**src/hdl/jac_pkg.sv**
```systemverilog
// Shared types, constants and helper functions of the J1939 address-claim node.
`default_nettype none

package jac_pkg;

  localparam int NAME_BYTES      = 8;
  localparam int QUEUE_DEPTH_DEF = 2;

  localparam logic [7:0]  NULL_ADDR    = 8'd254;
  localparam logic [7:0]  GLOBAL_ADDR  = 8'd255;
  localparam logic [7:0]  PF_CLAIM     = 8'hEE;
  localparam logic [7:0]  PF_REQUEST   = 8'hEA;
  localparam logic [2:0]  CLAIM_PRIO   = 3'd6;
  localparam logic [23:0] CLAIM_PGN    = 24'h00EE00;
  localparam logic [3:0]  FULL_DLC     = 4'd8;
  localparam logic [3:0]  REQ_MIN_DLC  = 4'd3;

  localparam logic [63:0] CA_NAME_RST    = 64'd0;
  localparam logic [7:0]  PREF_ADDR_RST  = 8'd128;
  localparam logic [15:0] WAIT_TICKS_RST = 16'd250;

  localparam int CFG_AW = 5;
  localparam int CFG_DW = 64;

  typedef enum logic [1:0] {
    FUNC_START = 2'd0,
    FUNC_TICK  = 2'd1,
    FUNC_RX    = 2'd2,
    FUNC_PUT   = 2'd3
  } func_t;

  typedef enum logic [1:0] {
    DEST_NONE = 2'd0,
    DEST_BUS  = 2'd1,
    DEST_APP  = 2'd2
  } dest_t;

  typedef enum logic [1:0] {
    RX_REQUEST = 2'd0,
    RX_CLAIM   = 2'd1,
    RX_OTHER   = 2'd2
  } rx_kind_t;

  typedef enum logic [1:0] {
    REG_CA_NAME    = 2'd0,
    REG_PREF_ADDR  = 2'd1,
    REG_WAIT_TICKS = 2'd2
  } reg_idx_t;

  typedef struct packed {
    logic [63:0] ca_name;
    logic [7:0]  pref_addr;
    logic [15:0] wait_ticks;
  } jac_cfg_t;

  typedef struct packed {
    func_t       func;
    rx_kind_t    rx_kind;
    logic        ps_global;
    logic        req_match;
    logic        sa_pref;
    logic        name_lower;
    logic [28:0] id;
    logic [3:0]  dlc;
    logic [63:0] data;
  } jac_item_t;

  function automatic logic [28:0] claim_id(input logic [7:0] sa);
    claim_id = {CLAIM_PRIO, 2'b00, PF_CLAIM, GLOBAL_ADDR, sa};
  endfunction

  function automatic logic [63:0] byte_rev(input logic [63:0] x);
    logic [63:0] r;
    r = '0;
    for (int i = 0; i < NAME_BYTES; i++) begin
      r[(NAME_BYTES - 1 - i) * 8 +: 8] = x[i * 8 +: 8];
    end
    byte_rev = r;
  endfunction

endpackage

`default_nettype wire

```
**src/hdl/jac_front.sv**
```systemverilog
// Front end: decodes and classifies each input item before it enters the queue.
`default_nettype none

module jac_front (
  input  wire logic              in_valid,
  input  wire logic [1:0]        in_func,
  input  wire logic [28:0]       in_frame_id,
  input  wire logic [3:0]        in_frame_dlc,
  input  wire logic [63:0]       in_frame_data,
  input  wire jac_pkg::jac_cfg_t cfg,
  input  wire logic              q_full,
  output logic                   in_stall,
  output logic                   push,
  output jac_pkg::jac_item_t     item
);
  import jac_pkg::*;

  logic [3:0]  dlc_c;
  logic [63:0] data_m;
  logic [7:0]  pf;
  logic [7:0]  ps;
  logic [7:0]  sa;

  assign dlc_c = (in_frame_dlc > FULL_DLC) ? FULL_DLC : in_frame_dlc;
  assign pf    = in_frame_id[23:16];
  assign ps    = in_frame_id[15:8];
  assign sa    = in_frame_id[7:0];

  always_comb begin
    data_m = '0;
    for (int i = 0; i < NAME_BYTES; i++) begin
      if (4'(i) < dlc_c) begin
        data_m[i * 8 +: 8] = in_frame_data[i * 8 +: 8];
      end
    end
  end

  always_comb begin
    item.func = func_t'(in_func);
    if (pf == PF_REQUEST) begin
      item.rx_kind = RX_REQUEST;
    end else if (pf == PF_CLAIM) begin
      item.rx_kind = RX_CLAIM;
    end else begin
      item.rx_kind = RX_OTHER;
    end
    item.ps_global  = (ps == GLOBAL_ADDR);
    item.req_match  = (dlc_c >= REQ_MIN_DLC) && (data_m[23:0] == CLAIM_PGN);
    item.sa_pref    = (sa == cfg.pref_addr);
    item.name_lower = (byte_rev(cfg.ca_name) < byte_rev(data_m));
    item.id         = in_frame_id;
    item.dlc        = dlc_c;
    item.data       = data_m;
  end

  assign in_stall = q_full;
  assign push     = in_valid && !q_full;

endmodule

`default_nettype wire

```
**src/hdl/jac_queue.sv**
```systemverilog
// Short queue of classified items between the front end and the back end.
`default_nettype none

module jac_queue #(
  parameter int DEPTH = jac_pkg::QUEUE_DEPTH_DEF
) (
  input  wire logic               clk,
  input  wire logic               rst_n,
  input  wire logic               push,
  input  wire jac_pkg::jac_item_t push_item,
  input  wire logic               pop,
  output logic                    full,
  output logic                    head_valid,
  output jac_pkg::jac_item_t      head_item
);
  import jac_pkg::*;

  localparam int PW = (DEPTH > 1) ? $clog2(DEPTH) : 1;
  localparam int CW = $clog2(DEPTH + 1);

  jac_item_t     mem_r [DEPTH];
  logic [PW-1:0] wr_ptr_r, wr_ptr_nxt;
  logic [PW-1:0] rd_ptr_r, rd_ptr_nxt;
  logic [CW-1:0] count_r, count_nxt;

  assign full       = (count_r == CW'(DEPTH));
  assign head_valid = (count_r != '0);
  assign head_item  = mem_r[rd_ptr_r];

  always_comb begin
    wr_ptr_nxt = wr_ptr_r;
    rd_ptr_nxt = rd_ptr_r;
    count_nxt  = count_r;
    if (push) begin
      wr_ptr_nxt = (wr_ptr_r == PW'(DEPTH - 1)) ? '0 : wr_ptr_r + 1'b1;
    end
    if (pop) begin
      rd_ptr_nxt = (rd_ptr_r == PW'(DEPTH - 1)) ? '0 : rd_ptr_r + 1'b1;
    end
    if (push && !pop) begin
      count_nxt = count_r + 1'b1;
    end else if (pop && !push) begin
      count_nxt = count_r - 1'b1;
    end
  end

  always_ff @(posedge clk) begin
    if (!rst_n) begin
      wr_ptr_r <= '0;
      rd_ptr_r <= '0;
      count_r  <= '0;
    end else begin
      wr_ptr_r <= wr_ptr_nxt;
      rd_ptr_r <= rd_ptr_nxt;
      count_r  <= count_nxt;
    end
  end

  always_ff @(posedge clk) begin
    if (push) begin
      mem_r[wr_ptr_r] <= push_item;
    end
  end

`ifndef ASSERT_OFF
  a_no_overflow: assert property (@(posedge clk) disable iff (!rst_n)
    push |-> !full) else $error("queue written while full");
  a_no_underflow: assert property (@(posedge clk) disable iff (!rst_n)
    pop |-> head_valid) else $error("queue read while empty");
  a_count_drop: assert property (@(posedge clk) disable iff (!rst_n)
    (pop && !push) |=> (count_r + 1'b1 == $past(count_r)))
    else $error("queue count did not drop after a read");
`endif

endmodule

`default_nettype wire

```
**src/hdl/jac_back.sv**
```systemverilog
// Back end: applies each item to the claim state and registers its result.
`default_nettype none

module jac_back (
  input  wire logic               clk,
  input  wire logic               rst_n,
  input  wire jac_pkg::jac_cfg_t  cfg,
  input  wire logic               head_valid,
  input  wire jac_pkg::jac_item_t head_item,
  output logic                    pop,
  output logic                    out_valid,
  input  wire logic               out_stall,
  output logic [1:0]              out_dest,
  output logic [28:0]             out_id,
  output logic [3:0]              out_dlc,
  output logic [63:0]             out_data,
  output logic                    out_put_accepted,
  output logic [7:0]              out_own_address
);
  import jac_pkg::*;

  logic [7:0]  held_r, held_nxt;
  logic        pend_r, pend_nxt;
  logic [15:0] wait_r, wait_nxt;

  logic        out_valid_r;
  dest_t       dest_r, dest_nxt;
  logic [28:0] id_r, id_nxt;
  logic [3:0]  dlc_r, dlc_nxt;
  logic [63:0] data_r, data_nxt;
  logic        put_r, put_nxt;
  logic [7:0]  own_r;
  logic        for_us;

  assign pop    = head_valid && (!out_valid_r || !out_stall);
  assign for_us = head_item.ps_global ||
                  ((head_item.id[15:8] == held_r) && (held_r != NULL_ADDR));

  always_comb begin
    held_nxt = held_r;
    pend_nxt = pend_r;
    wait_nxt = wait_r;
    dest_nxt = DEST_NONE;
    id_nxt   = '0;
    dlc_nxt  = '0;
    data_nxt = '0;
    put_nxt  = 1'b0;
    case (head_item.func)
      FUNC_START: begin
        dest_nxt = DEST_BUS;
        id_nxt   = claim_id(cfg.pref_addr);
        dlc_nxt  = FULL_DLC;
        data_nxt = cfg.ca_name;
        pend_nxt = 1'b1;
        wait_nxt = cfg.wait_ticks;
      end
      FUNC_TICK: begin
        if (pend_r) begin
          if (wait_r <= 16'd1) begin
            wait_nxt = '0;
            pend_nxt = 1'b0;
            held_nxt = cfg.pref_addr;
          end else begin
            wait_nxt = wait_r - 1'b1;
          end
        end else begin
          wait_nxt = '0;
        end
      end
      FUNC_RX: begin
        if (for_us) begin
          case (head_item.rx_kind)
            RX_REQUEST: begin
              if (head_item.req_match) begin
                dest_nxt = DEST_BUS;
                id_nxt   = claim_id(cfg.pref_addr);
                dlc_nxt  = FULL_DLC;
                data_nxt = cfg.ca_name;
              end
            end
            RX_CLAIM: begin
              if (head_item.sa_pref) begin
                dest_nxt = DEST_BUS;
                dlc_nxt  = FULL_DLC;
                data_nxt = cfg.ca_name;
                if (head_item.name_lower) begin
                  id_nxt   = claim_id(cfg.pref_addr);
                  pend_nxt = 1'b1;
                  wait_nxt = cfg.wait_ticks;
                end else begin
                  id_nxt   = claim_id(NULL_ADDR);
                  held_nxt = NULL_ADDR;
                  pend_nxt = 1'b0;
                  wait_nxt = '0;
                end
              end
            end
            default: begin
              dest_nxt = DEST_APP;
              id_nxt   = head_item.id;
              dlc_nxt  = head_item.dlc;
              data_nxt = head_item.data;
            end
          endcase
        end
      end
      default: begin
        if (!pend_r) begin
          dest_nxt = DEST_BUS;
          id_nxt   = {head_item.id[28:8], held_r};
          dlc_nxt  = head_item.dlc;
          data_nxt = head_item.data;
          put_nxt  = 1'b1;
        end
      end
    endcase
  end

  always_ff @(posedge clk) begin
    if (!rst_n) begin
      held_r      <= NULL_ADDR;
      pend_r      <= 1'b0;
      wait_r      <= '0;
      out_valid_r <= 1'b0;
    end else begin
      if (pop) begin
        held_r <= held_nxt;
        pend_r <= pend_nxt;
        wait_r <= wait_nxt;
      end
      if (pop) begin
        out_valid_r <= 1'b1;
      end else if (!out_stall) begin
        out_valid_r <= 1'b0;
      end
    end
  end

  always_ff @(posedge clk) begin
    if (pop) begin
      dest_r <= dest_nxt;
      id_r   <= id_nxt;
      dlc_r  <= dlc_nxt;
      data_r <= data_nxt;
      put_r  <= put_nxt;
      own_r  <= held_nxt;
    end
  end

  assign out_valid        = out_valid_r;
  assign out_dest         = dest_r;
  assign out_id           = id_r;
  assign out_dlc          = dlc_r;
  assign out_data         = data_r;
  assign out_put_accepted = put_r;
  assign out_own_address  = own_r;

`ifndef ASSERT_OFF
  a_idle_counter: assert property (@(posedge clk) disable iff (!rst_n)
    !pend_r |-> (wait_r == '0)) else $error("wait counter running with no claim pending");
  a_put_to_bus: assert property (@(posedge clk) disable iff (!rst_n)
    (out_valid_r && put_r) |-> (dest_r == DEST_BUS))
    else $error("accepted application item not routed to the bus");
  a_pop_result: assert property (@(posedge clk) disable iff (!rst_n)
    pop |=> out_valid_r) else $error("taken item produced no result");
`endif

endmodule

`default_nettype wire

```
**src/hdl/j1939_address_claim_node.sv**
```systemverilog
// Top level of the J1939 address-claim node: configuration registers and the datapath.
`default_nettype none

// Each item (start claim, timer tick, received frame or application frame)
// yields exactly one result item. The block takes one item per clock cycle
// while in_stall is low: the front end classifies the item in its accept
// cycle and writes it into a QUEUE_DEPTH-entry queue, and the back end,
// unless out_stall holds its output, applies one queued item per cycle to
// the claim state and registers its result. An item waits in a queue entry
// and its result in the back end's output register. The back end's state
// update sets the rate. Configuration registers sit at byte addresses 0
// (ca_name, 64 bits), 8 (preferred_address) and 16 (claim_wait_ticks) of
// the 64-bit APB port; write them only while the block holds no item.
module j1939_address_claim_node #(
  parameter int QUEUE_DEPTH = jac_pkg::QUEUE_DEPTH_DEF
) (
  input  wire logic                       clk,
  input  wire logic                       rst_n,
  input  wire logic                       cfg_psel,
  input  wire logic                       cfg_penable,
  input  wire logic                       cfg_pwrite,
  input  wire logic [jac_pkg::CFG_AW-1:0] cfg_paddr,
  input  wire logic [jac_pkg::CFG_DW-1:0] cfg_pwdata,
  output logic      [jac_pkg::CFG_DW-1:0] cfg_prdata,
  output logic                            cfg_pready,
  input  wire logic                       in_valid,
  output logic                            in_stall,
  input  wire logic [1:0]                 in_func,
  input  wire logic [28:0]                in_frame_id,
  input  wire logic [3:0]                 in_frame_dlc,
  input  wire logic [63:0]                in_frame_data,
  output logic                            out_valid,
  input  wire logic                       out_stall,
  output logic [1:0]                      out_dest,
  output logic [28:0]                     out_id,
  output logic [3:0]                      out_dlc,
  output logic [63:0]                     out_data,
  output logic                            out_put_accepted,
  output logic [7:0]                      out_own_address
);
  import jac_pkg::*;

  logic [63:0] ca_name_r;
  logic [7:0]  pref_addr_r;
  logic [15:0] wait_ticks_r;
  jac_cfg_t    cfg;
  reg_idx_t    reg_idx;
  logic        cfg_wr;

  logic      push;
  logic      pop;
  logic      q_full;
  logic      head_valid;
  jac_item_t push_item;
  jac_item_t head_item;

  assign reg_idx    = reg_idx_t'(cfg_paddr[CFG_AW-1:3]);
  assign cfg_wr     = cfg_psel && cfg_penable && cfg_pwrite;
  assign cfg_pready = 1'b1;

  always_ff @(posedge clk) begin
    if (!rst_n) begin
      ca_name_r    <= CA_NAME_RST;
      pref_addr_r  <= PREF_ADDR_RST;
      wait_ticks_r <= WAIT_TICKS_RST;
    end else if (cfg_wr) begin
      case (reg_idx)
        REG_CA_NAME:    ca_name_r    <= cfg_pwdata;
        REG_PREF_ADDR:  pref_addr_r  <= cfg_pwdata[7:0];
        REG_WAIT_TICKS: wait_ticks_r <= cfg_pwdata[15:0];
        default: ;
      endcase
    end
  end

  always_comb begin
    case (reg_idx)
      REG_CA_NAME:    cfg_prdata = ca_name_r;
      REG_PREF_ADDR:  cfg_prdata = {56'd0, pref_addr_r};
      REG_WAIT_TICKS: cfg_prdata = {48'd0, wait_ticks_r};
      default:        cfg_prdata = '0;
    endcase
  end

  assign cfg.ca_name    = ca_name_r;
  assign cfg.pref_addr  = pref_addr_r;
  assign cfg.wait_ticks = wait_ticks_r;

  jac_front u_front (
    .in_valid      (in_valid),
    .in_func       (in_func),
    .in_frame_id   (in_frame_id),
    .in_frame_dlc  (in_frame_dlc),
    .in_frame_data (in_frame_data),
    .cfg           (cfg),
    .q_full        (q_full),
    .in_stall      (in_stall),
    .push          (push),
    .item          (push_item)
  );

  jac_queue #(
    .DEPTH (QUEUE_DEPTH)
  ) u_queue (
    .clk        (clk),
    .rst_n      (rst_n),
    .push       (push),
    .push_item  (push_item),
    .pop        (pop),
    .full       (q_full),
    .head_valid (head_valid),
    .head_item  (head_item)
  );

  jac_back u_back (
    .clk              (clk),
    .rst_n            (rst_n),
    .cfg              (cfg),
    .head_valid       (head_valid),
    .head_item        (head_item),
    .pop              (pop),
    .out_valid        (out_valid),
    .out_stall        (out_stall),
    .out_dest         (out_dest),
    .out_id           (out_id),
    .out_dlc          (out_dlc),
    .out_data         (out_data),
    .out_put_accepted (out_put_accepted),
    .out_own_address  (out_own_address)
  );

endmodule

`default_nettype wire
```
**config.mk**
```make
export PLATFORM = sky130hd
export DESIGN_NAME = j1939_address_claim_node
export DESIGN_NICKNAME = d
export VERILOG_FILES = /design/src/hdl/jac_pkg.sv /design/src/hdl/jac_front.sv /design/src/hdl/jac_queue.sv /design/src/hdl/jac_back.sv /design/src/hdl/j1939_address_claim_node.sv
export SDC_FILE = /design/constraint.sdc
export NUM_CORES = 1
export LEC_CHECK = 0
export BUFFER_PORTS_ARGS = -buffer_cell sky130_fd_sc_hd__buf_2
export CELL_PAD_IN_SITES_DETAIL_PLACEMENT = 0
export CELL_PAD_IN_SITES_GLOBAL_PLACEMENT = 1
export CORE_MARGIN = 5
export CORE_UTILIZATION = 40
export DETAILED_ROUTE_END_ITERATION = 6
export GPL_TIMING_DRIVEN = 0
export PLACE_DENSITY = 0.81
export SLEW_MARGIN = 25
export SYNTH_ARGS = -nofsm -noshare
export SYNTH_HDL_FRONTEND = slang
export SYNTH_SLANG_ARGS = --single-unit
```
**constraint.sdc**
```tcl
create_clock -name clk -period 6.4 [get_ports clk]
set_input_delay 0 -clock clk [delete_from_list [all_inputs] [get_ports clk]]
set_output_delay 0 -clock clk [all_outputs]
set_load 0.01 [all_outputs]
```
==> results.json <==
{
  "yosysSeqAreaShare_pct": 59.3,
  "grtUsageTotal_pct": 23.4,
  "outcome": "complete, no violations",
  "ant_nets": 0,
  "tritoncts": "yes",
  "synth_top_area_share_pct": 47.5,
  "cts.sinks": 437,
  "crit_chain": "buf_4 -> buf_2 -> buf_2 -> buf_2 -> buf_2 -> mux2i_1 -> inv_1 -> ha_1 -> clkbuf_1 -> nand2b_1 -> clkbuf_1 -> nor3_2 -> nor2_1 -> buf_2 -> o2bb2ai_1",
  "fp-row-count": 82,
  "worst_ep_arrival_time_ns": 5.28,
  "area_growth_pct": 30.5,
  "synth_edf_count": 318,
  "worst_slew_pin_slew_ns": 1.08,
  "wl_per_cell_um": 22.0,
  "end_kind": "flop",
  "crit_fanout": 10,
  "cts_made_buffers": 47,
  "antenna_found_initial": 7,
  "postPlaceCellArea_mm2": 0.0229,
  "mostFrequentLayoutCells": "buf_2 (365), edfxtp_1 (318), nand2_1 (313)",
  "utilization_pct": 52.6,
  "regArea_mm2": 0.0119,
  "die_x_um": 234,
  "grt_pass1_wl_um": 96700,
  "min_path_type": "input pin to flop",
  "drive_above_1_share_pct": 20.6,
  "post_cts_buffers": 0,
  "timing.final.ws_setup_ns": 1.41,
  "initial_core_util_pct": 40.3,
  "grt_overflow_total": 0,
  "fmax_ghz": 0.201,
  "die_h_um": 234,
  "yosysWarnings": 0,
  "fp.coreArea_mm2": 0.0500,
  "port_buffers": 344,
  "worstSetupPathType": "flop to flop",
  "nNetsFinal": 2556,
  "synth_area_mm2": 0.0201,
  "hp-start": "cfg_penable",
  "grt_pass1_vias": 15900,
  "synth.avg_cell_area_um2": 11.6,
  "place_congestion": 0.912,
  "maxSlewViolCount": 0,
  "synth-seq-cells": 437,
  "initialDrtViolationCount": 1016,
  "root_buffer": "clkbuf_16",
  "p_leak_uw": 0.0105,
  "drc_errors": 0,
  "synth_area_leaders": "edfxtp_1 (47%), dfxtp_1 (12%), mux2i_1 (5.9%)",
  "dpl.hpwl_um": 48300,
  "slew_headroom_pct": 28.3,
  "power_density_mw_per_mm2": 382,
  "finalSetupViolations": 0,
  "fin_area_mm2": 0.0263,
  "path_buf_inv": 9,
  "multi_input_area_mm2": 0.00748,
  "cap_violations": 0,
  "synth_ff_type": "edfxtp_1",
  "vias": 15800,
  "preCtsSetupSlack_ns": 1.35,
  "ios": 350,
  "skew_ns": 0.0237,
  "critical_path.slowest_cell": "nor2_1",
  "synth_cell_type_count": 72,
  "synth.largest_area_cell": "edfxtp_1",
  "synth_cells": 1738,
  "clock_latency_ns": 0.59,
  "final_common_cell": "buf_2",
  "routed_via_density": 5.23,
  "dieArea_mm2": 0.0549,
  "wirelength_um": 66500,
  "synth_nets": 1984,
  "crit_required_ns": 6.69,
  "cts-htree-levels": 2,
  "p_total_uw": 10000,
  "dr.pass1.iters": 5,
  "rsz0062_at_grt": "false",
  "timing.final.hold_violations": 0,
  "vdd_ir_drop_max_mv": 0.266,
  "clk_pin_slew_ns": 0.06,
  "period_minus_slack_ns": 4.99,
  "clockBufferDepth": 3,
  "critPathTopFamily": "buffers and inverters",
  "cpMostUsedCell": "buf_2",
  "slowest_delay_ns": 0.69,
  "fin_crit_sh_pct": 77.9,
  "startpoint_type": "flop",
  "fillers": 4354,
  "grt_max_degree": 68,
  "ys_async_sr_fraction_pct": 0
}
[through the flow]
step           TNS, ns  cells  hold slack (ns)
6_report             0   3026           0.0421
5_1_grt              0   3026          0.00363
2_1_floorplan        0   1738           0.0989
3_5_place_dp         0   2764            0.199
3_3_place_gp   -253.14   2754            0.190
4_1_cts              0   3021          0.00412
[final timing paths]
check                   endpoint  slack (ns)  cells after the start
max          u_back.out_data[17]        1.41                     15
min             wait_ticks_r[10]        0.04                      5
max reg2reg  u_back.out_data[17]        1.41                     15
min reg2reg    u_back.wait_r[12]        0.47                      2
[flip-flops by register name, summed over array words and instances, names as in the netlist, 2 cells and up, named ones only]
| name | cells |
|---|---|
| u_back.out_own_address | 8 |
| u_queue.count_r | 2 |
| u_back.held_r | 8 |
| u_back.out_dest | 2 |
| pref_addr_r | 8 |
| ca_name_r | 64 |
| u_back.out_data | 64 |
| wait_ticks_r | 16 |
| u_back.wait_r | 16 |
| u_back.out_dlc | 4 |
| u_back.out_id | 29 |
| u_queue.mem_r | 210 |
[cell families (layout without fill, tap and decap cells)]
| kind of cell | after synthesis | in the layout | synth area share, % |
|---|---|---|---|
| xor gates and xnor gates | 22 | 22 | 0.958 |
| buffers and inverters | 177 | 788 | 3.62 |
| muxes | 128 | 128 | 6.44 |
| and+or+nand+nor | 558 | 558 | 12.6 |
| adders and majority gates | 71 | 71 | 4.42 |
| other | 1 | 6 | 0.0186 |
| DFF | 437 | 437 | 59.3 |
| AOI/OAI and AO/OA | 344 | 344 | 12.7 |
[worst min-delay path: cells and delay by family]
family | cells | cell delay, ns
simple gates | 3 | 0.41
compound gates | 1 | 0.06
buf+inv | 1 | 0.10
[metal layers]
metal	global-route usage, %	wire length, um	vias to the layer above
li1	-	-	7473
met1	30.0	27400	7685
met2	39.2	32000	526
met3	4.75	4600	129
met4	9.01	2550	2
met5	0	7	-
[cell usage after synthesis (10+ instances only)]
master / count
a211oi_1: 10
a21boi_0: 78
a21oi_1: 45
and2_1: 54
buf_2: 21
clkbuf_1: 66
dfxtp_1: 119
edfxtp_1: 318
ha_1: 71
inv_1: 79
mux2i_1: 119
nand2_1: 313
nand3_1: 24
nand4_1: 14
nor2_1: 78
nor2b_1: 18
nor3_1: 10
o2111ai_1: 10
o21a_1: 13
o21ai_0: 48
o2bb2ai_1: 64
xnor2_1: 18
[layout make-up]
| class | instances | share of cell area, % |
|---|---|---|
| well taps | 672 | 3.20 |
| flip-flops and latches | 437 | 45.4 |
| plain buffers | 98 | 1.65 |
| inverters | 79 | 1.16 |
| diodes | 5 | 0.0476 |
| clock inverters | 24 | 1.21 |
| clock buffers | 64 | 4.99 |
| multi-input cells | 1124 | 28.5 |
| repair buffers | 523 | 13.8 |
[timing repair]
action                                 4_1_cts  5_1_grt
hold buffers                               169        0
resized for setup                            0        0
endpoints found under the hold margin      306        0
[power breakdown]
part,switching (uW),internal [uW]
clock,1150,1720
combinational,2020,1100
sequential,233,3810
total,3400,6640
Note: power is estimated with default switching activity, not from simulation.
